===== src/hw/rtl/lld_pkg.sv =====
package lld_pkg;

   localparam int MAX_WORKERS_DEF = 16;
   localparam int MAX_ORDER_DEF   = 64;

   localparam logic [1:0] KIND_ORDER = 2'd0;
   localparam logic [1:0] KIND_DONE  = 2'd1;
   localparam logic [1:0] KIND_CLOSE = 2'd2;

   localparam logic [2:0] STAT_DISPATCHED = 3'd0;
   localparam logic [2:0] STAT_DROPPED    = 3'd1;
   localparam logic [2:0] STAT_APPLIED    = 3'd2;
   localparam logic [2:0] STAT_UNKNOWN    = 3'd3;
   localparam logic [2:0] STAT_CLOSED     = 3'd4;

   localparam logic [7:0] COOKS_RESET = 8'd2;

   typedef struct packed {
      logic [1:0] kind;
      logic [7:0] job_type;
      logic [7:0] job_size;
      logic [6:0] job_count;
      logic [4:0] worker_id;
   } req_type;

   typedef struct packed {
      logic [2:0] status;
      logic [4:0] target_id;
      logic [7:0] out_type;
      logic [7:0] out_size;
      logic       opened_worker;
      logic [6:0] undelivered;
      logic       last;
   } rsp_type;

   typedef struct packed {
      logic capture;
      logic scan_clear;
      logic scan_step;
      logic dispatch;
      logic apply;
   } ctrl_cmd_type;

   typedef struct packed {
      logic is_order;
      logic is_worker_op;
      logic count_zero;
      logic scan_done;
      logic dispatch_ok;
      logic count_one;
      logic rsp_free;
   } dp_stat_type;

endpackage


===== src/hw/rtl/lld_ctrl.sv =====
module lld_ctrl (
   input  logic                  clock,
   input  logic                  reset,
   input  logic                  req_valid,
   output logic                  req_ready,
   input  lld_pkg::dp_stat_type  stat,
   output lld_pkg::ctrl_cmd_type cmd
);
   import lld_pkg::*;

   localparam logic [2:0] S_IDLE     = 3'd0;
   localparam logic [2:0] S_DECODE   = 3'd1;
   localparam logic [2:0] S_SCAN     = 3'd2;
   localparam logic [2:0] S_SETTLE   = 3'd3;
   localparam logic [2:0] S_DISPATCH = 3'd4;
   localparam logic [2:0] S_LOOKUP   = 3'd5;

   logic [2:0] state_ff;
   logic [2:0] state_in;

   always_comb begin
      state_in  = state_ff;
      req_ready = 1'b0;
      cmd       = '0;
      case (state_ff)
         S_IDLE: begin
            req_ready = 1'b1;
            if (req_valid) begin
               cmd.capture = 1'b1;
               state_in    = S_DECODE;
            end
         end
         S_DECODE: begin
            if (stat.is_order && !stat.count_zero) begin
               cmd.scan_clear = 1'b1;
               state_in       = S_SCAN;
            end else if (stat.is_worker_op) begin
               state_in = S_LOOKUP;
            end else begin
               state_in = S_IDLE;
            end
         end
         S_SCAN: begin
            cmd.scan_step = 1'b1;
            if (stat.scan_done) begin
               state_in = S_SETTLE;
            end
         end
         S_SETTLE: begin
            state_in = S_DISPATCH;
         end
         S_DISPATCH: begin
            if (stat.rsp_free) begin
               cmd.dispatch = 1'b1;
               if (!stat.dispatch_ok || stat.count_one) begin
                  state_in = S_IDLE;
               end else begin
                  cmd.scan_clear = 1'b1;
                  state_in       = S_SCAN;
               end
            end
         end
         S_LOOKUP: begin
            if (stat.rsp_free) begin
               cmd.apply = 1'b1;
               state_in  = S_IDLE;
            end
         end
         default: begin
            state_in = S_IDLE;
         end
      endcase
   end

   always_ff @(posedge clock) begin
      if (reset) begin
         state_ff <= S_IDLE;
      end else begin
         state_ff <= state_in;
      end
   end

endmodule


===== src/hw/rtl/lld_datapath.sv =====
module lld_datapath #(
   parameter int MAX_WORKERS = lld_pkg::MAX_WORKERS_DEF,
   parameter int MAX_ORDER   = lld_pkg::MAX_ORDER_DEF
) (
   input  logic                  clock,
   input  logic                  reset,
   input  lld_pkg::ctrl_cmd_type cmd,
   output lld_pkg::dp_stat_type  stat,
   input  lld_pkg::req_type      req_data,
   input  logic                  csr_valid,
   output logic                  csr_ready,
   input  logic [7:0]            csr_data,
   output logic                  rsp_valid,
   input  logic                  rsp_ready,
   output lld_pkg::rsp_type      rsp_data
);
   import lld_pkg::*;

   localparam int               IDX_W     = (MAX_WORKERS > 1) ? $clog2(MAX_WORKERS) : 1;
   localparam logic [8:0]       WORKERS_V = 9'(MAX_WORKERS);
   localparam logic [IDX_W-1:0] LAST_IDX  = IDX_W'(MAX_WORKERS - 1);
   localparam logic [6:0]       ORDER_V   = 7'(MAX_ORDER);

   logic [8:0] load_mem [MAX_WORKERS];

   logic [7:0]             cooks_ff;
   req_type                item_ff;
   logic [6:0]             count_ff;
   logic [MAX_WORKERS-1:0] present_ff;
   logic [8:0]             rd_data_ff;
   logic [IDX_W-1:0]       scan_idx_ff;
   logic                   rd_valid_ff;
   logic [IDX_W-1:0]       rd_idx_ff;
   logic                   rd_present_ff;
   logic                   found_ff;
   logic [8:0]             best_ff;
   logic [IDX_W-1:0]       best_idx_ff;
   logic                   free_found_ff;
   logic [IDX_W-1:0]       free_idx_ff;
   logic                   rsp_valid_ff;
   rsp_type                rsp_ff;

   logic [4:0]       id_m1;
   logic [IDX_W-1:0] id_idx;
   logic             id_in_range;
   logic             known;
   logic [IDX_W-1:0] rd_addr;
   logic [8:0]       limit;
   logic             sel_best;
   logic             sel_open;
   logic [IDX_W-1:0] w_idx;
   logic [8:0]       w_load;
   logic [IDX_W:0]   w_num;
   logic [8:0]       dec_load;
   logic             rsp_free;
   logic [6:0]       count_sat;
   logic             done_op;

   assign id_m1       = item_ff.worker_id - 5'd1;
   assign id_idx      = IDX_W'(id_m1);
   assign id_in_range = (item_ff.worker_id != 5'd0) && ({4'b0, item_ff.worker_id} <= WORKERS_V);
   assign known       = id_in_range && present_ff[id_idx];
   assign done_op     = (item_ff.kind == KIND_DONE);
   assign rd_addr     = cmd.scan_step ? scan_idx_ff : id_idx;
   assign limit       = {cooks_ff, 1'b0};
   assign sel_best    = found_ff && (best_ff < limit);
   assign sel_open    = !sel_best && (cooks_ff != 8'd0) && free_found_ff;
   assign w_idx       = sel_best ? best_idx_ff : free_idx_ff;
   assign w_load      = sel_best ? (best_ff + 9'd1) : 9'd1;
   assign w_num       = {1'b0, w_idx} + {{IDX_W{1'b0}}, 1'b1};
   assign dec_load    = (rd_data_ff != 9'd0) ? (rd_data_ff - 9'd1) : rd_data_ff;
   assign rsp_free    = !rsp_valid_ff || rsp_ready;
   assign count_sat   = (req_data.job_count > ORDER_V) ? ORDER_V : req_data.job_count;

   assign csr_ready = 1'b1;
   assign rsp_valid = rsp_valid_ff;
   assign rsp_data  = rsp_ff;

   always_comb begin
      stat              = '0;
      stat.is_order     = (item_ff.kind == KIND_ORDER);
      stat.is_worker_op = done_op || (item_ff.kind == KIND_CLOSE);
      stat.count_zero   = (count_ff == 7'd0);
      stat.scan_done    = (scan_idx_ff == LAST_IDX);
      stat.dispatch_ok  = sel_best || sel_open;
      stat.count_one    = (count_ff == 7'd1);
      stat.rsp_free     = rsp_free;
   end

   // worker load table
   always_ff @(posedge clock) begin
      if (cmd.dispatch && (sel_best || sel_open)) begin
         load_mem[w_idx] <= w_load;
      end else if (cmd.apply && known && done_op) begin
         load_mem[id_idx] <= dec_load;
      end
      rd_data_ff <= load_mem[rd_addr];
   end

   always_ff @(posedge clock) begin
      if (reset) begin
         cooks_ff      <= COOKS_RESET;
         present_ff    <= '0;
         rsp_valid_ff  <= 1'b0;
         rd_valid_ff   <= 1'b0;
         found_ff      <= 1'b0;
         free_found_ff <= 1'b0;
         scan_idx_ff   <= '0;
      end else begin
         if (csr_valid) begin
            cooks_ff <= csr_data;
         end

         if (cmd.dispatch || cmd.apply) begin
            rsp_valid_ff <= 1'b1;
         end else if (rsp_ready) begin
            rsp_valid_ff <= 1'b0;
         end

         if (cmd.scan_clear) begin
            scan_idx_ff   <= '0;
            rd_valid_ff   <= 1'b0;
            found_ff      <= 1'b0;
            free_found_ff <= 1'b0;
         end else begin
            rd_valid_ff <= cmd.scan_step;
            if (cmd.scan_step) begin
               scan_idx_ff <= scan_idx_ff + IDX_W'(1);
            end
            if (rd_valid_ff) begin
               if (rd_present_ff) begin
                  if (!found_ff || (rd_data_ff < best_ff)) begin
                     found_ff <= 1'b1;
                  end
               end else if (!free_found_ff) begin
                  free_found_ff <= 1'b1;
               end
            end
         end

         if (cmd.dispatch) begin
            if (sel_open) begin
               present_ff[free_idx_ff] <= 1'b1;
            end
         end

         if (cmd.apply) begin
            if (known && !done_op) begin
               present_ff[id_idx] <= 1'b0;
            end
         end
      end
   end

   // payload
   always_ff @(posedge clock) begin
      if (cmd.capture) begin
         item_ff  <= req_data;
         count_ff <= count_sat;
      end

      if (cmd.scan_step) begin
         rd_idx_ff     <= scan_idx_ff;
         rd_present_ff <= present_ff[scan_idx_ff];
      end

      if (!cmd.scan_clear && rd_valid_ff) begin
         if (rd_present_ff) begin
            if (!found_ff || (rd_data_ff < best_ff)) begin
               best_ff     <= rd_data_ff;
               best_idx_ff <= rd_idx_ff;
            end
         end else if (!free_found_ff) begin
            free_idx_ff <= rd_idx_ff;
         end
      end

      if (cmd.dispatch) begin
         if (sel_best || sel_open) begin
            count_ff             <= count_ff - 7'd1;
            rsp_ff.status        <= STAT_DISPATCHED;
            rsp_ff.target_id     <= 5'(w_num);
            rsp_ff.out_type      <= item_ff.job_type;
            rsp_ff.out_size      <= item_ff.job_size;
            rsp_ff.opened_worker <= sel_open;
            rsp_ff.undelivered   <= 7'd0;
            rsp_ff.last          <= (count_ff == 7'd1);
         end else begin
            rsp_ff.status        <= STAT_DROPPED;
            rsp_ff.target_id     <= 5'd0;
            rsp_ff.out_type      <= 8'd0;
            rsp_ff.out_size      <= 8'd0;
            rsp_ff.opened_worker <= 1'b0;
            rsp_ff.undelivered   <= count_ff;
            rsp_ff.last          <= 1'b1;
         end
      end

      if (cmd.apply) begin
         if (!known) begin
            rsp_ff.status <= STAT_UNKNOWN;
         end else if (done_op) begin
            rsp_ff.status <= STAT_APPLIED;
         end else begin
            rsp_ff.status <= STAT_CLOSED;
         end
         rsp_ff.target_id     <= item_ff.worker_id;
         rsp_ff.out_type      <= 8'd0;
         rsp_ff.out_size      <= 8'd0;
         rsp_ff.opened_worker <= 1'b0;
         rsp_ff.undelivered   <= 7'd0;
         rsp_ff.last          <= 1'b1;
      end
   end

endmodule


===== src/hw/rtl/least_loaded_dispatcher.sv =====
// channel  direction  payload            handshake
// req      in         lld_pkg::req_type  req_valid / req_ready
// rsp      out        lld_pkg::rsp_type  rsp_valid / rsp_ready
// csr      in         cooks_per_worker   csr_valid / csr_ready (always ready)
//
// Each job of an order scans the worker table through the single read port of
// the load memory, after the item is accepted and decoded; no new item is taken
// until the current one is done. Completions and closes look up one worker only.
// Synchronous active-high reset empties the table and sets cooks_per_worker to 2.
// A stalled rsp holds one finished item; the next result waits for it to go.
module least_loaded_dispatcher #(
   parameter int MAX_WORKERS = lld_pkg::MAX_WORKERS_DEF,
   parameter int MAX_ORDER   = lld_pkg::MAX_ORDER_DEF
) (
   input  logic             clock,
   input  logic             reset,
   input  logic             req_valid,
   output logic             req_ready,
   input  lld_pkg::req_type req_data,
   output logic             rsp_valid,
   input  logic             rsp_ready,
   output lld_pkg::rsp_type rsp_data,
   input  logic             csr_valid,
   output logic             csr_ready,
   input  logic [7:0]       csr_data
);
   import lld_pkg::*;

   ctrl_cmd_type cmd;
   dp_stat_type  stat;

   lld_ctrl u_ctrl (
      .clock     (clock),
      .reset     (reset),
      .req_valid (req_valid),
      .req_ready (req_ready),
      .stat      (stat),
      .cmd       (cmd)
   );

   lld_datapath #(
      .MAX_WORKERS (MAX_WORKERS),
      .MAX_ORDER   (MAX_ORDER)
   ) u_datapath (
      .clock     (clock),
      .reset     (reset),
      .cmd       (cmd),
      .stat      (stat),
      .req_data  (req_data),
      .csr_valid (csr_valid),
      .csr_ready (csr_ready),
      .csr_data  (csr_data),
      .rsp_valid (rsp_valid),
      .rsp_ready (rsp_ready),
      .rsp_data  (rsp_data)
   );

   a_busy_after_accept: assert property (@(posedge clock) disable iff (reset)
      req_valid && req_ready |=> !req_ready)
      else $error("request accepted while an item is in progress");

   a_nondispatch_last: assert property (@(posedge clock) disable iff (reset)
      rsp_valid && (rsp_data.status != STAT_DISPATCHED) |-> rsp_data.last)
      else $error("non-dispatch result not marked last");

   a_open_is_dispatch: assert property (@(posedge clock) disable iff (reset)
      rsp_valid && rsp_data.opened_worker
      |-> (rsp_data.status == STAT_DISPATCHED) && (rsp_data.undelivered == 7'd0))
      else $error("opened worker flagged on a non-dispatch result");

endmodule


===== config.mk =====
export PLATFORM = sky130hd
export DESIGN_NAME = least_loaded_dispatcher
export DESIGN_NICKNAME = d
export VERILOG_FILES = /design/src/hw/rtl/lld_pkg.sv /design/src/hw/rtl/lld_ctrl.sv /design/src/hw/rtl/lld_datapath.sv /design/src/hw/rtl/least_loaded_dispatcher.sv
export SDC_FILE = /design/constraint.sdc
export NUM_CORES = 1
export LEC_CHECK = 0
export BUFFER_PORTS_ARGS = -buffer_cell sky130_fd_sc_hd__buf_4
export CAP_MARGIN = 20
export CORE_MARGIN = 2
export CORE_UTILIZATION = 40
export DETAILED_ROUTE_END_ITERATION = 10
export HOLD_SLACK_MARGIN = 0.15
export PLACE_DENSITY_LB_ADDON = 0.25
export SYNTH_ARGS = -nofsm -noshare
export SYNTH_HDL_FRONTEND = slang
export SYNTH_SLANG_ARGS = --single-unit

===== constraint.sdc =====
create_clock -name clock -period 4.8 [get_ports clock]
set_input_delay 0.48 -clock clock [delete_from_list [all_inputs] [get_ports clock]]
set_output_delay 0.48 -clock clock [all_outputs]
set_load 0.01 [all_outputs]

==> qor.csv, run 1 <==
stage;metric;value;unit
outcome;run_status;completed;
die;die_x;177;um
die;rows;63;
final_layout;design_area;14500;um^2
grt;globalRouteMet3Util;2.63;%
yosys;synth_area_leaders;edfxtp_1 (49%), dfxtp_1 (13%), mux2i_1 (4.1%);
detailed_routing;via_per_inst;5.44;
clock_tree;cts_buffer_depth;3;
final_layout;layoutNonFillerInstCount;1482;
worst_hold_path;hold_path.class;input pin to register;
yosys;synth-edff-count;197;
setup_path;r2r_slack;1.13;ns
timing;fin_setup_tns;0;ns
setup_path;worst_ep_arrival_time;3.96;ns
die;initial_utilization;40.6;%
yosys;seq_area_frac_synth;61.8;%
power_and_ir_drop;ir_worst_vdd;338;uV
detailed_routing;wirelength;29.1;mm
grt;use_met2;31.1;%
timing;drv_slew;0;
clock_tree;path_clk_slew;0.07;ns
yosys;synth_cell_types;65;
placement;hpwl;19.1;mm
die;design.core.area;29600;um^2
timing;finalCriticalPeriod;3.67;ns
grt;first_global_vias;7917;
detailed_routing;routedWlPerCell;19.6;um
power_and_ir_drop;total_power;0.00564;W
yosys;yosysMostFrequentCell;edfxtp_1;
power_and_ir_drop;powerDensity;389;nW/um^2
placement;place_area;13100;um^2
grt;grt_usage;18.6;%
clock_tree;hold_buffers;31;
clock_tree;cts_root_buf;clkbuf_16;
yosys;synthFlopType;edfxtp_1;
timing;setup-violations-final;0;
setup_path;critPathMaxStageDelay;0.56;ns
die;dieArea;31500;um^2
worst_hold_path;hold_path_depth;3;
detailed_routing;vias;8057;
yosys;synthTopCellsByCount;edfxtp_1 (197), dfxtp_1 (76), nand2_1 (71);
timing;finClkSkew;0.0257;ns
placement;place_inst;1390;
detailed_routing;drt_drc_violations_left;0;
placement;gp_congestion;0.928;
placement;portBuffers;77;
setup_path;critPathCaptureType;register;
die;die_height;177;um
timing;hold_viol;0;
timing;setup_ws;1.13;ns
grt;grt_max_degree;37;
clock_tree;clock_latency;0.57;ns
detailed_routing;first_iter_violations;567;
final_layout;num-nets-final;1139;
grt;antenna_found_initial;0;
yosys;synth_area_per_cell;12.8;um^2
clock_tree;post-cts-setup-buffers;0;
final_layout;layout-drive-gt1-share;20.1;%
setup_path;cp_cell_sequence;inv_1 -> ha_1 -> mux4_2 -> mux2i_1 -> a21oi_2 -> nand4_4 -> or3_1 -> o22ai_1 -> buf_4;
setup_path;start_kind;register;
grt;busiest_layer;met2;
detailed_routing;ant_nets;0;
timing;period_share;76.5;%
clock_tree;cts_inserted_buffers;30;
placement;post-place-ws;1.12;ns
grt;grt.overflow.total;0;
timing;fmax;272;MHz
yosys;synth_top_area_share;49.2;%
job;maxCapViolCount;0;
setup_path;r2r_cells;9;
timing;grt_setup_unrepaired;false;
final_layout;antennaDiodeCount;0;
yosys;syn_nets;1007;
detailed_routing;drtPass1Iterations;5;
yosys;synth_seq_cells;273;
setup_path;required;5.08;ns
die;io_pins;79;
yosys;yosysWarnings;0;
timing;worst_slew_pin_slew;1.22;ns
clock_tree;cts_sinks;273;
grt;met1_usage;25.1;%
power_and_ir_drop;leakage;5.04;nW
yosys;synth_top_area_cell;edfxtp_1;
setup_path;worst-path-max-fanout;27;
timing;max-slew-margin-rel;18.6;%
yosys;syn_inst;937;
clock_tree;cts_tree;yes;
clock_tree;h-tree-depth;1;
yosys;synth_area;12000;um^2
setup_path;critical_path_class;register to register;
setup_path;worst_path_max_delay_cell;o22ai_1;
final_layout;syn_to_final_growth;20.6;%
clock_tree;cts_resized;0;
yosys;async_flop_share;0;%
grt;grt_pass1_wl;45.3;mm
-- power breakdown --
part	leakage [nW]	internal (W)	switching, W
registers	2.22	0.00260	0.0000950
logic	2.33	0.000294	0.000346
clock network	0.496	0.00138	0.000927
-- through the flow --
step           hold WS, ns  utilization (%)
4_1_cts              0.191             48.7
6_report             0.205             48.9
3_5_place_dp         0.444             44.2
3_3_place_gp         0.424             44.2
2_1_floorplan        0.406                -
5_1_grt              0.225             48.9
-- registers in the layout, indices dropped and copies added (netlist names), 3 cells and up --
name,cells
u_datapath.load_mem,144
u_datapath.rsp_data,33
u_datapath.item_ff,23
u_datapath.present_ff,16
u_datapath.best_ff,9
u_datapath.rd_data_ff,9
u_datapath.cooks_ff,8
u_datapath.count_ff,7
u_datapath.best_idx_ff,4
u_datapath.free_idx_ff,4
u_datapath.rd_idx_ff,4
u_datapath.scan_idx_ff,4
u_ctrl.state_ff,3
-- routing by layer --
metal	vias to the layer above	wire (um)
li1	3825	-
met1	3897	12800
met2	267	13800
met3	68	1620
met4	0	913
met5	-	0
-- cells by family (layout without fill, tap and decap cells) --
group / after synthesis / count (layout) / synth area share, %
buf+inv: 88 / 243 / 3.51
other cells: 1 / 1 / 0.0312
compound gates: 185 / 185 / 10.8
simple gates: 246 / 246 / 10.1
xor+xnor: 20 / 20 / 1.46
fa+ha+maj: 27 / 27 / 2.81
mux: 97 / 97 / 9.42
flops: 273 / 273 / 61.8
-- path summary, 6_finish.rpt --
| check | startpoint | end |
|---|---|---|
| worst max-delay path | u_datapath.item_ff[1] | u_datapath.load_mem[3][3] |
| worst min-delay path | req_data[6] | u_datapath.count_ff[1] |
| worst max register to register | u_datapath.item_ff[1] | u_datapath.load_mem[3][3] |
| worst min register to register | u_datapath.rd_idx_ff[3] | u_datapath.free_idx_ff[3] |
-- cells in the final DEF, fill, tap and decap left out, drive strengths merged, types with 3 or more instances in the layout --
cell type,n
edfxtp,197
buf,116
dfxtp,76
nand2,71
nor2,57
mux2i,49
clkbuf,43
o211ai,40
inv,40
mux2,39
dlygate4sd3,31
ha,27
o21ai,25
nor3,23
a22o,23
a21oi,22
nand3,21
a31oi,20
nand4,16
xnor2,13
o22ai,13
nor4,11
clkinv,11
nor2b,9
a21o,9
mux4,9
nand2b,7
xor2,7
a311oi,6
or3,6
o21a,5
and2,4
and3,4
or2,4
o31a,3
o32ai,3
o31ai,3
nor3b,3
-- worst max-delay path, delay by kind of cell, from the launching register on --
kind            cells  cell delay [ns]
simple gates        2             0.83
flops               1             0.42
compound gates      2             0.82
buf+inv             2             0.38
mux                 2             0.49
fa+ha+maj           1             0.45
-- layout make-up --
class,instances,area [um^2]
fillers,2647,15100
flip-flops and latches,273,7440
multi-input cells,576,4200
repair buffers,148,1210
clock buffers,42,877
well taps,390,488
inverters,40,150
clock inverters,13,136
(Power assumes the default switching activity.)
==> inputs of run 2 (changes only) <==
==> constraint.sdc (replaced) <==
create_clock -name clock -period 3 [get_ports clock]
set_input_delay 0.3 -clock clock [delete_from_list [all_inputs] [get_ports clock]]
set_output_delay 0.3 -clock clock [all_outputs]
set_load 0.01 [all_outputs]
==> run 2 against run 1 <==
Net effect:
- routed wire length is essentially flat
- via count grew 2.4%
- worst setup slack worse by 1.0 ns
- hold slack worse by 0.040 ns
- sequential cell count did not move
- clock-buffer cell count shrank 1
- clock skew fell by 0.0076 ns
- clock power up 51%
- sequential share of layout area shrank 3.0 points
- critical path depth did not move
- first-iteration DRC count shrank 10%
- critical path type unchanged
==> qor.csv, run 2 (synthesized netlist as in run 1, its figures left out) <==
stage;metric;value;unit;change
final_layout;syn_to_final_growth;28.1;%;
final_layout;largest_register;u_datapath.load_mem;;
detailed_routing;highest_layer;met4;;
final_layout;design_area;15400;um^2;+6.2%
worst_hold_path;hold_path_depth;4;;+1
clock_tree;cts_sinks;273;;unchanged
timing;finClkSkew;0.0181;ns;-0.00761 ns
timing;setup-violations-final;0;;unchanged
timing;finalCriticalPeriod;2.88;ns;-0.788 ns
power_and_ir_drop;leakage;5.38;nW;+6.6%
die;rows;63;;unchanged
worst_hold_path;hold_path.class;input pin to register;;
die;dieArea;31500;um^2;unchanged
final_layout;register_area;7440;um^2;unchanged
final_layout;fillerInstances;2576;;-2.7%
setup_path;worst_ep_arrival_time;3.19;ns;-0.77 ns
detailed_routing;via_per_inst;5.35;;-1.5%
die;die_x;177;um;unchanged
detailed_routing;routed-wl-met2;14.2;mm;+3.3%
placement;hpwl;19.2;mm;+0.56%
final_layout;largest_register_ffs;144;;unchanged
timing;max-slew-margin-rel;27.2;%;+8.5 points
power_and_ir_drop;ir_worst_vdd;509;uV;+50%
detailed_routing;drt_drc_violations_left;0;;unchanged
final_layout;final_common_cell;edfxtp_1;;
detailed_routing;first_iter_violations;508;;-10%
clock_tree;cts_tree;yes;;
clock_tree;cts_root_buf;clkbuf_16;;
clock_tree;cts_buffer_depth;3;;unchanged
placement;portBuffers;77;;unchanged
die;design.core.area;29600;um^2;unchanged
timing;drv_slew;0;;unchanged
job;maxCapViolCount;0;;unchanged
grt;grt_usage;18.6;%;-0.051 points
timing;worst_slew_pin_slew;1.09;ns;-0.128 ns
outcome;run_status;completed;;
timing;period_share;96.1;%;+20 points
setup_path;start_kind;register;;
detailed_routing;wirelength;29.1;mm;about the same
final_layout;num-nets-final;1198;;+5.2%
setup_path;critPathCaptureType;register;;
timing;hold_viol;0;;unchanged
placement;gp_congestion;0.870;;-6.2%
power_and_ir_drop;powerDensity;583;nW/um^2;+50%
clock_tree;cts_inserted_buffers;29;;-3.3%
final_layout;layout-drive-gt1-share;25.0;%;+4.9 points
detailed_routing;routedWlPerCell;18.9;um;-3.9%
clock_tree;path_clk_slew;0.06;ns;about the same
power_and_ir_drop;total_power;0.00898;W;+59%
die;io_pins;79;;unchanged
detailed_routing;vias;8248;;+2.4%
grt;grt_max_degree;73;;+97%
clock_tree;h-tree-depth;1;;unchanged
final_layout;mostFrequentLayoutCells;edfxtp_1 (197), buf_4 (134), dfxtp_1 (76), nand2_1 (70), nor2_1 (57);;
timing;fin_setup_tns;0;ns;unchanged
clock_tree;clock_latency;0.56;ns;about the same
grt;grt_pass1_wl;45.7;mm;+0.91%
die;die_height;177;um;unchanged
detailed_routing;ant_nets;0;;unchanged
final_layout;multi_input_area;4490;um^2;+6.8%
grt;first_global_vias;8163;;+3.1%
setup_path;critical_path_class;register to register;;
detailed_routing;wl_met1;12.8;mm;+0.52%
setup_path;worst-path-max-fanout;12;;-56%
placement;place_area;13700;um^2;+4.5%
final_layout;antennaDiodeCount;0;;unchanged
die;initial_utilization;40.6;%;unchanged
grt;grt.overflow.total;0;;unchanged
timing;fmax;347;MHz;+27%
detailed_routing;drtPass1Iterations;5;;unchanged
setup_path;r2r_cells;9;;unchanged
grt;antenna_found_initial;0;;unchanged
detailed_routing;wl_met3;1.31;mm;-19%
setup_path;required;3.31;ns;-1.77 ns
run 2: cell type report:
| class | count | share of cell area (%) |
|---|---|---|
| timing repair buffer | 208 | 12.5 |
| sequential | 273 | 48.3 |
| clock buffer | 41 | 5.20 |
| clock inverter | 13 | 0.764 |
| multi-input combinational | 576 | 29.1 |
| inverter | 40 | 0.975 |
| tap | 390 | 3.17 |
run 2: report_power, final:
| part | switching, W | internal, W | total (W) |
|---|---|---|---|
| combinational | 0.000650 | 0.000556 | 0.00121 |
| clock | 0.00145 | 0.00202 | 0.00348 |
| sequential | 0.000130 | 0.00416 | 0.00429 |
run 2: worst paths after layout:
kind | start | endpoint | slack (ns)
max | u_datapath.best_ff[7] | u_datapath.load_mem[11][5] | 0.12
min | req_data[9] | u_datapath.count_ff[4] | 0.17
max reg2reg | u_datapath.best_ff[7] | u_datapath.load_mem[11][5] | 0.12
min reg2reg | u_datapath.rd_idx_ff[0] | u_datapath.best_idx_ff[0] | 0.45
run 2: metrics by stage:
step	cells	util, %	hold WS [ns]	worst slack, ns
floorplan	937	-	0.399	-0.147
CTS	1536	51.4	0.155	-0.0434
global route	1541	52.0	0.192	-0.00176
finish	1541	52.0	0.166	0.117
detailed placement	1424	46.2	0.445	-0.0924
global placement	1424	46.2	0.424	-0.0826
run 2: routing by layer:
metal  vias to the layer above  GRT usage (%)
li1                       3943              -
met1                      4046           24.7
met2                       209           31.6
met3                        50           2.78
met4                         0           5.29
met5                         -              0
run 2: worst max-delay path, stage by stage, from the launching register on:
cell and delay, ns:
edfxtp_1 0.41, ha_1 0.35, a21o_1 0.17, a2111oi_1 0.38, o31a_1 0.31, buf_4 0.26
mux2i_4 0.31, buf_4 0.18, o22ai_2 0.10, buf_12 0.17
run 2: what timing repair did:
item	CTS	global route
hold endpoints to repair	41	0
endpoints found under the setup margin	180	292
pin swaps	1	5
cloned	0	0
hold buffers	55	0
buffers inserted	3	4
resized for setup	4	23
==> inputs of run 3 (changes only) <==
--- a/config.mk
+++ b/config.mk
@@ -5,8 +5,9 @@
 export SDC_FILE = /design/constraint.sdc
 export NUM_CORES = 1
 export LEC_CHECK = 0
+export ABC_AREA = 1
 export BUFFER_PORTS_ARGS = -buffer_cell sky130_fd_sc_hd__buf_4
-export CAP_MARGIN = 20
+export CAP_MARGIN = 0
 export CORE_MARGIN = 2
 export CORE_UTILIZATION = 40
 export DETAILED_ROUTE_END_ITERATION = 10
==> run 3 against run 2 <==
Net effect:
- clock-buffer cell count is 7 lower
- combinational power is 140% higher
- critical path type unchanged
- sequential share of layout area is 1.9 points higher
==> qor.csv, run 3 <==
stage;metric;value;unit;change
outcome;run_status;completed;;
setup_path;rr_startpoint;u_datapath.item_ff[1];;
power_and_ir_drop;ir_worst_vdd;399;uV;-22%
clock_tree;post-cts-setup-buffers;0;;-3
setup_path;worst_ep_arrival_time;3.02;ns;-0.17 ns
die;initial_utilization;40.8;%;+0.27 points
grt;grt_max_degree;61;;-16%
final_layout;final_common_cell;edfxtp_1;;
detailed_routing;ant_nets;0;;unchanged
worst_hold_path;hold_path.class;input pin to register;;
yosys;syn_inst;1193;;+27%
timing;grt_setup_unrepaired;false;;
power_and_ir_drop;powerDensity;756;nW/um^2;+30%
clock_tree;cts_inserted_buffers;29;;unchanged
power_and_ir_drop;clockPowerShare;32.7;%;-6.0 points
detailed_routing;highest_layer;met4;;
yosys;synth_area;12200;um^2;+1.5%
clock_tree;cts_tree;yes;;
final_layout;register_area;7440;um^2;unchanged
final_layout;layout-drive-gt1-share;15.3;%;-9.7 points
timing;max-slew-margin-rel;58.3;%;+31 points
setup_path;critPathCaptureType;register;;
timing;period_share;92.5;%;-3.6 points
final_layout;multi_input_area;4140;um^2;-7.7%
timing;finClkSkew;0.0109;ns;-0.00720 ns
power_and_ir_drop;internal_power;0.00759;W;+12%
detailed_routing;routed-wl-met2;14.3;mm;+0.24%
final_layout;largest_register;u_datapath.load_mem;;
clock_tree;cts_root_buf;clkbuf_16;;
die;die_x;179;um;+0.71%
clock_tree;clock_latency;0.54;ns;-0.02 ns
final_layout;largest_register_ffs;144;;unchanged
die;rows;63;;unchanged
yosys;synth_area_leaders;edfxtp_1 (48%), dfxtp_1 (12%), nor2_1 (5.2%);;
timing;fin_setup_tns;0;ns;unchanged
grt;grt.overflow.total;0;;unchanged
yosys;async_flop_share;0;%;unchanged
power_and_ir_drop;p_sw;0.00361;W;+62%
worst_hold_path;hold_path_depth;3;;-1
timing;finalCriticalPeriod;2.77;ns;-0.109 ns
timing;setup_ws;0.226;ns;+0.109 ns
detailed_routing;wirelength;30.9;mm;+6.2%
placement;post-place-ws;0.146;ns;+0.239 ns
setup_path;crit_start;u_datapath.item_ff[1];;
placement;gp_congestion;0.943;;+8.4%
yosys;syn_nets;1263;;+25%
placement;portBuffers;77;;unchanged
yosys;synth_top_area_cell;edfxtp_1;;
job;maxCapViolCount;0;;unchanged
setup_path;critical_path_class;register to register;;
timing;hold_viol;0;;unchanged
detailed_routing;via_per_inst;5.24;;-2.1%
timing;setup-violations-final;0;;unchanged
setup_path;r2r_slack;0.23;ns;+0.11 ns
grt;first_global_vias;9107;;+12%
power_and_ir_drop;sw_frac_of_total;32.2;%;+7.4 points
yosys;synth_top_area_share;48.5;%;-0.71 points
detailed_routing;vias;9192;;+11%
detailed_routing;wl_met3;1.77;mm;+35%
timing;drv_slew;0;;unchanged
detailed_routing;first_iter_violations;796;;+57%
clock_tree;path_clk_slew;0.06;ns;about the same
setup_path;start_kind;register;;
power_and_ir_drop;leakage;5.75;nW;+6.9%
detailed_routing;wl_met1;14.0;mm;+8.9%
grt;grt_usage;19.7;%;+1.1 points
setup_path;r2r_cells;14;;+5
die;design.core.area;29900;um^2;+0.80%
yosys;synth-edff-count;197;;unchanged
final_layout;num-nets-final;1413;;+18%
worst_hold_path;hold-path-endpoint;u_datapath.cooks_ff[2];;
placement;hpwl;20.9;mm;+8.7%
die;die_height;179;um;+0.71%
yosys;yosysMostFrequentCell;edfxtp_1;;
grt;grt_pass1_wl;48.9;mm;+7.0%
yosys;synth_seq_cells;273;;unchanged
setup_path;r2r-end;u_datapath.load_mem[11][5];;
yosys;yosysWarnings;0;;unchanged
detailed_routing;drt_drc_violations_left;0;;unchanged
power_and_ir_drop;comb_power_share;26.0;%;+13 points
clock_tree;h-tree-depth;1;;unchanged
yosys;seq_area_frac_synth;61.0;%;-0.89 points
timing;fmax;361;MHz;+3.9%
setup_path;required;3.24;ns;-0.07 ns
final_layout;fillerInstances;2687;;+4.3%
die;dieArea;31900;um^2;+1.4%
final_layout;syn_to_final_growth;21.4;%;
yosys;synthTopCellsByCount;edfxtp_1 (197), nor2_1 (170), nand2_1 (158);;
die;io_pins;79;;unchanged
detailed_routing;routedWlPerCell;17.6;um;-6.8%
power_and_ir_drop;seqPwrFrac;41.4;%;-6.4 points
final_layout;mostFrequentLayoutCells;edfxtp_1 (197), nor2_1 (169), nand2_1 (158), buf_4 (121), o21ai_0 (112);;
timing;worst_slew_pin_slew;0.625;ns;-0.464 ns
setup_path;worst-path-max-fanout;10;;-2
clock_tree;cts_sinks;273;;unchanged
clock_tree;cts_buffer_depth;3;;unchanged
worst_hold_path;hp-start;csr_valid;;
detailed_routing;drtPass1Iterations;7;;+2
yosys;synth_cell_types;48;;-26%
yosys;synthFlopType;edfxtp_1;;
grt;antenna_found_initial;0;;unchanged
yosys;synth_area_per_cell;10.2;um^2;-20%
final_layout;antennaDiodeCount;0;;unchanged
[run 3: cells by family after synthesis]
family / after synthesis / synth area share, %
compound gates: 249 / 12.8
xor+xnor: 13 / 0.995
fa+ha+maj: 27 / 2.77
buf+inv: 156 / 5.28
flops: 273 / 61.0
other cells: 1 / 0.0307
simple gates: 474 / 17.2
[run 3: metrics by stage]
| step | total power [W] | instance area [um^2] | std cells | hold WS (ns) | util (%) |
|---|---|---|---|---|---|
| 6_report | 0.0112 | 14800 | 1755 | 0.200 | 49.6 |
| 5_1_grt | 0.0118 | 14800 | 1755 | 0.226 | 49.6 |
| 4_1_cts | 0.0113 | 14800 | 1755 | 0.191 | 49.5 |
| 3_5_place_dp | 0.00756 | 13400 | 1660 | 0.435 | 44.9 |
| 3_3_place_gp | 0.00754 | 13400 | 1660 | 0.430 | 44.9 |
| 2_1_floorplan | 0.00659 | 12200 | 1193 | 0.399 | - |
[run 3: power groups by stage]
stage | Clock [W] | Combinational (W) | Sequential (W)
final | 0.00366 | 0.00291 | 0.00463
after floorplan | 0 | 0.00194 | 0.00465
after detailed placement | 0 | 0.00286 | 0.00470
after CTS | 0.00372 | 0.00292 | 0.00463
after global routing | 0.00386 | 0.00327 | 0.00466
after global placement | 0 | 0.00284 | 0.00470
[run 3: final cells by class]
cell class | count | area share, %
sequential | 273 | 50.2
multi-input combinational | 764 | 28.0
timing repair buffer | 165 | 9.24
clock buffer | 34 | 5.03
tap | 390 | 3.29
inverter | 110 | 2.80
clock inverter | 19 | 1.47
[run 3: how the worst max path moves through the flow]
stage                            endpoint  slack, ns
6_report       u_datapath.load_mem[11][5]       0.23
5_1_grt         u_datapath.load_mem[1][0]       0.01
4_1_cts        u_datapath.load_mem[10][1]       0.13
3_5_place_dp   u_datapath.load_mem[10][5]       0.15
3_3_place_gp    u_datapath.load_mem[0][6]       0.21
2_1_floorplan   u_datapath.load_mem[0][1]       0.13
[run 3: routing by layer]
metal  global-route usage, %  vias up
li1                        -     4490
met1                    27.2     4373
met2                    32.5      276
met3                    2.78       53
met4                    5.52        0
met5                       0        -
[run 3: worst max-delay path, stage by stage (launching register included)]
cell and delay, ns:
edfxtp_1 0.40, inv_1 0.10, ha_1 0.26, nor2_2 0.21
inv_2 0.07, nand2_4 0.11, nand3_1 0.10, nand3_2 0.14
nand3_2 0.14, nor2_8 0.21, nand2_2 0.12, nand2_1 0.12
nand2_1 0.15, nor2_1 0.14, buf_4 0.20
[run 3: what timing repair did]
action,in CTS,in global routing
endpoints found under the setup margin,0,135
endpoints found under the hold margin,41,0
gates resized for setup,0,3
hold buffers,42,0
